File: config.mk
export PLATFORM = sky130hd
export DESIGN_NAME = signed_int_to_decimal_ascii
export DESIGN_NICKNAME = d
export VERILOG_FILES = /design/src/sitoa_pkg.sv /design/src/sitoa_datapath.sv /design/src/sitoa_ctrl.sv /design/src/signed_int_to_decimal_ascii.sv
export SDC_FILE = /design/constraint.sdc
export NUM_CORES = 1
export LEC_CHECK = 0
export BUFFER_PORTS_ARGS = -buffer_cell sky130_fd_sc_hd__buf_2
export CORE_MARGIN = 5
export CORE_UTILIZATION = 60
export CTS_CLUSTER_DIAMETER = 30
export DETAILED_ROUTE_END_ITERATION = 6
export GPL_TIMING_DRIVEN = 0
export PLACE_DENSITY = 0.8
export SLEW_MARGIN = 15
export SYNTH_ARGS = -nofsm -noshare
export SYNTH_HDL_FRONTEND = slang
export SYNTH_SLANG_ARGS = --single-unit
File: constraint.sdc
create_clock -name clk_i -period 6.5 [get_ports clk_i]
set_clock_uncertainty 0.05 [all_clocks]
set_input_delay 0 -clock clk_i [delete_from_list [all_inputs] [get_ports clk_i]]
set_output_delay 0 -clock clk_i [all_outputs]
set_load 0.02 [all_outputs]
File: src/sitoa_pkg.sv
package sitoa_pkg;

  localparam int unsigned ValueWidth = 32;
  localparam int unsigned NumDigits  = 10;
  localparam int unsigned BcdWidth   = 4 * NumDigits;
  localparam int unsigned CntWidth   = $clog2(ValueWidth);
  localparam int unsigned DigWidth   = $clog2(NumDigits + 1);

  localparam logic [7:0] CharZero  = 8'd48;
  localparam logic [7:0] CharMinus = 8'd45;

  // controller to datapath
  typedef struct packed {
    logic load;
    logic shift;
    logic skip;
    logic emit_sign;
    logic emit_digit;
  } cmd_t;

  // datapath to controller
  typedef struct packed {
    logic neg;
    logic top_zero;
    logic one_left;
  } sts_t;

endpackage

File: src/sitoa_datapath.sv
module sitoa_datapath
  import sitoa_pkg::*;
(
  input  logic                  clk_i,
  input  cmd_t                  cmd_i,
  input  logic [ValueWidth-1:0] value_i,
  output sts_t                  sts_o,
  output logic [7:0]            character_o,
  output logic                  last_o
);

  logic [ValueWidth-1:0] mag_q, mag_d;
  logic [BcdWidth-1:0]   bcd_q, bcd_d;
  logic [BcdWidth-1:0]   bcd_adj;
  logic [DigWidth-1:0]   ndig_q, ndig_d;
  logic                  neg_q, neg_d;
  logic [3:0]            top_digit;

  // add-3 correction on every digit before the shift
  always_comb begin
    for (int i = 0; i < NumDigits; i++) begin
      if (bcd_q[4*i +: 4] >= 4'd5) begin
        bcd_adj[4*i +: 4] = bcd_q[4*i +: 4] + 4'd3;
      end else begin
        bcd_adj[4*i +: 4] = bcd_q[4*i +: 4];
      end
    end
  end

  assign top_digit = bcd_q[BcdWidth-1 -: 4];

  always_comb begin
    mag_d  = mag_q;
    bcd_d  = bcd_q;
    ndig_d = ndig_q;
    neg_d  = neg_q;
    if (cmd_i.load) begin
      neg_d  = value_i[ValueWidth-1];
      mag_d  = value_i[ValueWidth-1] ? (~value_i + 1'b1) : value_i;
      bcd_d  = '0;
      ndig_d = DigWidth'(NumDigits);
    end else if (cmd_i.shift) begin
      bcd_d = {bcd_adj[BcdWidth-2:0], mag_q[ValueWidth-1]};
      mag_d = {mag_q[ValueWidth-2:0], 1'b0};
    end else if (cmd_i.skip || cmd_i.emit_digit) begin
      bcd_d  = {bcd_q[BcdWidth-5:0], 4'd0};
      ndig_d = ndig_q - 1'b1;
    end
  end

  always_ff @(posedge clk_i) begin
    mag_q  <= mag_d;
    bcd_q  <= bcd_d;
    ndig_q <= ndig_d;
    neg_q  <= neg_d;
  end

  assign sts_o.neg      = neg_q;
  assign sts_o.top_zero = (top_digit == 4'd0);
  assign sts_o.one_left = (ndig_q == DigWidth'(1));

  assign character_o = cmd_i.emit_sign ? CharMinus : (CharZero + {4'd0, top_digit});
  assign last_o      = cmd_i.emit_digit && (ndig_q == DigWidth'(1));

endmodule

File: src/sitoa_ctrl.sv
module sitoa_ctrl
  import sitoa_pkg::*;
(
  input  logic clk_i,
  input  logic rst_ni,
  input  logic start,
  input  sts_t sts_i,
  output cmd_t cmd_o,
  output logic busy,
  output logic strobe_o
);

  localparam logic [2:0] StIdle = 3'd0;
  localparam logic [2:0] StConv = 3'd1;
  localparam logic [2:0] StSkip = 3'd2;
  localparam logic [2:0] StSign = 3'd3;
  localparam logic [2:0] StEmit = 3'd4;

  logic [2:0]          state_q, state_d;
  logic [CntWidth-1:0] cnt_q, cnt_d;

  always_comb begin
    state_d = state_q;
    cnt_d   = cnt_q;
    cmd_o   = '0;
    case (state_q)
      StIdle: begin
        if (start) begin
          cmd_o.load = 1'b1;
          cnt_d      = '0;
          state_d    = StConv;
        end
      end
      StConv: begin
        cmd_o.shift = 1'b1;
        cnt_d       = cnt_q + 1'b1;
        if (cnt_q == CntWidth'(ValueWidth - 1)) begin
          state_d = StSkip;
        end
      end
      StSkip: begin
        // drop leading zeros, keep at least one digit
        if (sts_i.top_zero && !sts_i.one_left) begin
          cmd_o.skip = 1'b1;
        end else if (sts_i.neg) begin
          state_d = StSign;
        end else begin
          state_d = StEmit;
        end
      end
      StSign: begin
        cmd_o.emit_sign = 1'b1;
        state_d         = StEmit;
      end
      StEmit: begin
        cmd_o.emit_digit = 1'b1;
        if (sts_i.one_left) begin
          state_d = StIdle;
        end
      end
      default: begin
        state_d = StIdle;
      end
    endcase
  end

  always_ff @(posedge clk_i or negedge rst_ni) begin
    if (!rst_ni) begin
      state_q <= StIdle;
      cnt_q   <= '0;
    end else begin
      state_q <= state_d;
      cnt_q   <= cnt_d;
    end
  end

  assign busy     = (state_q != StIdle);
  assign strobe_o = cmd_o.emit_sign || cmd_o.emit_digit;

endmodule

File: src/signed_int_to_decimal_ascii.sv
// channel  | direction | handshake          | payload
// ---------+-----------+--------------------+---------------------------
// command  | in        | start & !busy      | value_i[31:0] signed
// result   | out       | strobe_o (1 cycle) | character_o[7:0], last_o
//
// from accept to the next accept, an item runs the shift-and-add-3 steps of
// the bcd converter, drops one leading zero digit per cycle, takes one
// decision step, then emits a minus sign if negative and one character per
// cycle. busy stays high from the accept through the last character.
// rst_ni clears the controller only; the datapath needs no reset.
// the receiver cannot stall: each character is shown for exactly one cycle.
module signed_int_to_decimal_ascii
  import sitoa_pkg::*;
(
  input  logic                  clk_i,
  input  logic                  rst_ni,
  input  logic                  start,
  output logic                  busy,
  input  logic [ValueWidth-1:0] value_i,
  output logic                  strobe_o,
  output logic [7:0]            character_o,
  output logic                  last_o
);

  // command and status between controller and datapath
  cmd_t cmd;
  sts_t sts;

  // sequencer: load, 32 shifts, zero skip, sign, digits
  sitoa_ctrl u_ctrl (
    .clk_i    (clk_i),
    .rst_ni   (rst_ni),
    .start    (start),
    .sts_i    (sts),
    .cmd_o    (cmd),
    .busy     (busy),
    .strobe_o (strobe_o)
  );

  // magnitude, double-dabble bcd register and digit count
  sitoa_datapath u_datapath (
    .clk_i       (clk_i),
    .cmd_i       (cmd),
    .value_i     (value_i),
    .sts_o       (sts),
    .character_o (character_o),
    .last_o      (last_o)
  );

endmodule
==> impl_metrics.yaml, run 1 <==
run_status:
  status: "completed"
synth:
  avgSynthCellArea_um2: 8.503
  syn_area_mm2: 0.005255
  ys_dominant_reg_cell: "dfxtp_1"
  yosysWarnings: 0
  yosysSeqAreaShare: 0.3943
  async_reset_ff_frac: 0.09412
  postSynthCellCount: 618
  ys_seq_elements: 85
  synth_edf_count: 33
  ys_types: 52
timing:
  period_needed_ns: 3.176
  slew_headroom: 0.2804
  maxSlewViolCount: 0
  worstMarginPinSlew_ns: 1.073
  rsz0062_at_grt: "no"
  fin_crit_sh: 0.4887
  tns_ns: 0
  finalHoldViolCount: 0
  max_freq_mhz: 314.8
  setup_viol: 0
critical_path:
  cp-startpoint: "u_ctrl.state_q[2]"
  r2r_slack_ns: 3.32
  cp.arrival_ns: 2.89
  worst_setup_path_start_kind: "flip-flop"
  cp_max_fo: 32
  critical_path_required_ns: 6.21
  setup.worst_path.class: "flip-flop to flip-flop"
  r2r_start: "u_ctrl.state_q[2]"
  cp-end-kind: "flip-flop"
global_routing:
  grtUsageTotal: 0.2317
  antenna_found_initial: 0
  grt_pass1_wl_um: 21140
  grt_max_degree: 33
  grt_overflow: 0
  grt_pass1_vias: 4643
clock_tree:
  clk_path_buf_depth: 2
  cts_htree_levels: 3
  cts_setup_buffers: 0
  clock_latency_ns: 0.35
  cts_root_buffer: "clkbuf_8"
  path_clk_slew_ns: 0.09
  cts_buffers: 9
  clock-sinks: 85
  cts_tree: "yes"
drt:
  drt_iter0_drc: 286
  postRouteAntennaNets: 0
  viasPerCell: 5.926
  drc: 0
  drt-pass1-iter-count: 5
  vias: 4711
  drt_wl_total_um: 12170
  wl_per_cell_um: 15.31
die:
  die_h_um: 103.6
  num_io_pins: 46
  die_area_mm2: 0.01073
  core_mm2: 0.008636
  rows: 34
  initial_core_util: 0.6085
  die_w_um: 103.6
pwr:
  clkPwrFrac: 0.157
  powerDensity_mw_per_mm2: 441.0
  swShare: 0.4259
  switching_power_mw: 1.112
  leakage_nw: 2.465
  seqPwrFrac: 0.392
  intPower_mw: 1.500
  peakVddDrop_mv: 0.2036
  combPwrFrac: 0.452
finish:
  drive_above_1_share: 0.1179
  fin_nets: 743
  antenna_cells: 0
  area_delta_synth_final_pct: 12.71
  layoutNonFillerInstCount: 795
placed_design:
  port_buffers: 42
  post-place-cells: 769
  dp_hpwl_um: 8803
  gp_congestion: 0.8914
worst_hold_path:
  worstHoldStart: "value_i[9]"
  hp-class: "input port to flip-flop"
run:
  drv_cap: 0
[routing by layer]
layer | vias up | routed length (um) | global-route usage
met5 | - | 0 | 0
met4 | 0 | 187 | 0.08716
met3 | 16 | 742 | 0.03047
met2 | 145 | 5874 | 0.3884
met1 | 2234 | 5368 | 0.3041
li1 | 2316 | - | -
[cells in the mapped netlist, drive strengths merged (2+ instances only)]
master,instances,area (um2)
xnor2,16,140.1
inv,28,105.1
o41ai,6,93.85
nor3b,2,20.02
a31oi,2,12.51
nand2,118,442.9
dfxtp,44,880.8
nor4,6,50.04
nand3,5,25.02
xor2,26,227.7
clkbuf,21,78.83
or3b,3,26.28
buf,14,73.82
nor2,36,135.1
o31ai,11,82.58
conb,2,7.510
a221oi,9,78.83
a32oi,9,78.83
edfxtp,33,991.0
nor2b,3,18.77
or4,3,22.52
or3,7,43.79
ha,26,325.3
o211ai,9,67.56
mux2i,2,20.02
o21ai,67,335.3
dfrtp,8,200.2
a22oi,19,142.6
nand2b,22,137.6
a211oi,3,22.52
nor3,4,20.02
nand4b,4,47.55
a21o,10,75.07
a21oi,31,155.2
[stage by stage]
step	setup slack, ns	cell area, um2	utilization	power [mW]	hold WS (ns)
floorplan	4.276	5259	-	1.857	-0.3456
global placement	3.746	5604	0.6489	2.134	-0.2042
detailed placement	3.620	5604	0.6489	2.196	-0.1976
CTS	3.611	5923	0.6859	2.608	0.004959
global route	2.913	5923	0.6859	2.829	0.01844
finish	3.324	5923	0.6859	2.612	0.01699
[what timing repair did]
| action | 4_1_cts | 5_1_grt |
|---|---|---|
| hold endpoints to repair | 16 | 0 |
| hold buffers | 10 | 0 |
| resized for setup | 0 | 0 |
[cell type report]
cell class,instances,area (um2)
buffer,35,152.6
clock buffer,12,166.4
fill,677,2713
sequential,85,2072
tap,108,135.1
timing repair buffer,52,310.3
inverter,28,105.1
clock inverter,4,52.55
multi-input combinational,471,2929
[state kept, by name (all words and copies together), names as in the netlist]
name / flops
u_datapath.ndig_q: 4
u_datapath.neg_q: 1
u_datapath.mag_q: 32
u_datapath.bcd_q: 40
u_ctrl.state_q: 3
u_ctrl.cnt_q: 5
[cell families after synthesis]
group | count (synthesis) | synth area share
xor+xnor | 42 | 0.07000
buf+inv | 63 | 0.04905
fa+ha+maj | 26 | 0.06190
simple gates | 217 | 0.1931
compound gates | 180 | 0.2243
mux | 3 | 0.005952
flops | 85 | 0.3943
other cells | 2 | 0.001429
[final timing paths]
path / to / cells after the start
worst max-delay path: u_datapath.mag_q[12] / 7
worst min-delay path: u_datapath.mag_q[9] / 3
worst max register to register: u_datapath.mag_q[12] / 7
worst min register to register: u_datapath.bcd_q[37] / 2
max in group asynchronous: u_ctrl.cnt_q[4] / 3
min in group asynchronous: u_ctrl.state_q[1] / 3
[power by group through the flow]
stage	clock [mW]	sequential, mW	combinational, mW
2_1_floorplan	0	0.979	0.879
3_3_place_gp	0	1.02	1.12
3_5_place_dp	0	1.03	1.17
4_1_cts	0.414	1.02	1.18
5_1_grt	0.435	1.06	1.34
6_report	0.409	1.02	1.18
[layout by cell type, fill, tap and decap left out, drive strengths merged, types with 22 or more instances in the layout]
master	n
nand2	118
o21ai	67
buf	56
dfxtp	44
nor2	36
edfxtp	33
clkbuf	33
a21oi	31
inv	28
xor2	26
ha	26
nand2b	22
[critical path: stages, from the launching register on]
cell and delay, ns:
dfrtp_1 0.39, buf_2 0.22, nor3_1 0.08, nand2_1 0.14, clkbuf_1 0.44, inv_1 0.12
nor2_1 0.25, clkinv_1 0.89
(Power assumes the default switching activity.)
==> run 2, diff against run 1 <==
- ABC_AREA: default -> 1
- clock period: 6.5 -> 3.2 ns (I/O delays scaled with it)
==> impl_metrics.yaml, run 2 <==
timing:
  timing.hold.ws_ns: 0.001505
  period_needed_ns: 2.039
  finalHoldViolCount: 0
  slew_headroom: 0.4815
  fin_crit_sh: 0.6371
  max_freq_mhz: 490.5
  tns_ns: 0
  setup_viol: 0
  rsz0062_at_grt: "no"
  maxSlewViolCount: 0
  worstMarginPinSlew_ns: 0.7750
pwr:
  leakage_nw: 2.864
  swShare: 0.4365
  seqPwrFrac: 0.384
  peakVddDrop_mv: 0.3937
  switching_power_mw: 2.213
  intPower_mw: 2.856
  power_mw: 5.069
  powerDensity_mw_per_mm2: 801.5
  clkPwrFrac: 0.168
  combPwrFrac: 0.448
critical_path:
  r2r-end: "u_datapath.mag_q[22]"
  critical_path_required_ns: 3.14
  r2r_slack_ns: 1.16
  r2r_start: "u_ctrl.state_q[1]"
  cp.arrival_ns: 1.98
  cp-end-kind: "flip-flop"
  cp_max_fo: 33
  setup.worst_path.class: "flip-flop to flip-flop"
  reg2reg_depth: 4
  worst_setup_path_start_kind: "flip-flop"
placed_design:
  port_buffers: 42
  dpl_cell_area_mm2: 0.005989
  dp_hpwl_um: 10610
  gp_congestion: 0.9270
global_routing:
  grt_overflow: 0
  grt_pass1_wl_um: 23670
  grtUsageTotal: 0.2556
  antenna_found_initial: 0
  grt_pass1_vias: 5165
  grt_max_degree: 34
die:
  die_w_um: 106.9
  num_io_pins: 46
  rows: 35
  die_h_um: 106.9
  die_area_mm2: 0.01143
  initial_core_util: 0.6127
  core_mm2: 0.009196
synth:
  yosysSeqAreaShare: 0.3678
  synth_edf_count: 33
  synth_area_leaders: "edfxtp_1 (18%), dfxtp_1 (16%), nand2_1 (15%)"
  async_reset_ff_frac: 0.09412
  avgSynthCellArea_um2: 6.999
  synth_top_area_cell: "edfxtp_1"
  synthTopCellsByCount: "nand2_1 (232), nor2_1 (86), inv_1 (76)"
  ys_seq_elements: 85
  synth_top_area_frac: 0.1759
  yosysMostFrequentCell: "nand2_1"
  ys_dominant_reg_cell: "dfxtp_1"
  yosysWarnings: 0
  syn_area_mm2: 0.005634
  postSynthCellCount: 805
  ys_types: 39
drt:
  viasPerCell: 5.606
  drt-pass1-iter-count: 5
  drt_iter0_drc: 335
  postRouteAntennaNets: 0
  wl_per_cell_um: 14.51
  drt_wl_total_um: 14320
  vias: 5533
  drc: 0
clock_tree:
  cts_htree_levels: 3
  cts_buffers: 9
  cts_root_buffer: "clkbuf_8"
  path_clk_slew_ns: 0.09
  cts_resized: 0
  clk_path_buf_depth: 2
  clock-sinks: 85
  clock_latency_ns: 0.35
  cts_tree: "yes"
finish:
  area_delta_synth_final_pct: 12.26
  reg.largest.list: "u_datapath.bcd_q x40, u_datapath.mag_q x32, u_ctrl.cnt_q x5"
  final_common_cell: "nand2_1"
  drive_above_1_share: 0.1256
  most-common-layout-cells: "nand2_1 (231), nor2_1 (86), inv_1 (76)"
  largest_register_ffs: 40
  finish.instance_area_mm2: 0.006325
  antenna_cells: 0
  fin_nets: 932
  largest_register: "u_datapath.bcd_q"
worst_hold_path:
  worstHoldStart: "value_i[26]"
  min_to: "u_datapath.mag_q[26]"
  holdPathStages: 4
  hp-class: "input port to flip-flop"
run_status:
  status: "completed"
run:
  drv_cap: 0
-- run 2: cell types whose count changed in the layout (fill, tap and decap cells not counted), sizes merged, moves of 12 or more --
cell and delta:
inv +54, clkbuf -16, nand4 +12, a21oi +38, nor2 +54, nand3 +66
a22oi -19, nand2 +118, xor2 -14, nand2b -22
-- run 2: cell type report --
| class | count | area, um2 |
|---|---|---|
| multi-input combinational | 608 | 3062 |
| fill | 810 | 2872 |
| sequential | 85 | 2072 |
| timing repair buffer | 54 | 330.3 |
| inverter | 82 | 310.3 |
| buffer | 31 | 196.4 |
| tap | 111 | 138.9 |
| clock buffer | 10 | 127.6 |
| clock inverter | 6 | 87.58 |
-- run 2: stage by stage --
step,util,cells,worst slack [ns]
3_5_place_dp,0.6513,959,1.163
2_1_floorplan,-,806,1.164
6_report,0.6878,987,1.161
4_1_cts,0.6878,987,1.133
3_3_place_gp,0.6510,959,0.8224
5_1_grt,0.6878,987,0.9974
-- run 2: repair_timing --
item	in CTS	in global routing
buffers inserted	0	0
setup endpoints to repair	0	0
endpoints found under the hold margin	18	0
hold buffers	12	0
-- run 2: worst max path at each step --
stage,from,end,slack [ns],depth (start not counted)
6_report,u_ctrl.state_q[1],u_datapath.mag_q[22],1.16,4
3_3_place_gp,u_ctrl.state_q[1],u_datapath.mag_q[25],0.82,4
2_1_floorplan,u_ctrl.state_q[0],u_datapath.mag_q[0],1.16,4
3_5_place_dp,u_ctrl.state_q[1],u_datapath.mag_q[25],1.16,4
4_1_cts,u_ctrl.state_q[1],u_datapath.mag_q[16],1.13,4
5_1_grt,u_ctrl.state_q[1],u_datapath.mag_q[16],1.0,4
-- run 2: worst max-delay path, cell delays in order, from the launching register on --
cell and delay, ns:
dfrtp_1 0.43, inv_2 0.15, nand4_2 0.20, buf_2 0.24, nand2_2 0.59
-- run 2: logic make-up after synthesis --
family                     share of synthesized area
buffers and inverters                        0.08994
and+or+nand+nor                               0.3156
xor gates and xnor gates                     0.02643
other                                       0.001333
adders and majority gates                    0.05774
AOI/OAI and AO/OA                             0.1412
DFF                                           0.3678
-- run 2: routing by layer --
| metal | vias up | part of all wire | GRT usage |
|---|---|---|---|
| met5 | - | 0 | 0 |
| met4 | 0 | 0.017 | 0.06575 |
| met3 | 23 | 0.061 | 0.03432 |
| met2 | 170 | 0.50 | 0.4730 |
| met1 | 2570 | 0.42 | 0.3115 |
| li1 | 2770 | - | - |
-- run 2: power groups by stage --
stage	logic, mW	registers (mW)	clock network (mW)
2_1_floorplan	1.65	1.88	0
5_1_grt	2.54	1.99	0.892
3_3_place_gp	2.16	1.94	0
6_report	2.27	1.95	0.850
4_1_cts	2.27	1.94	0.848
3_5_place_dp	2.24	1.96	0
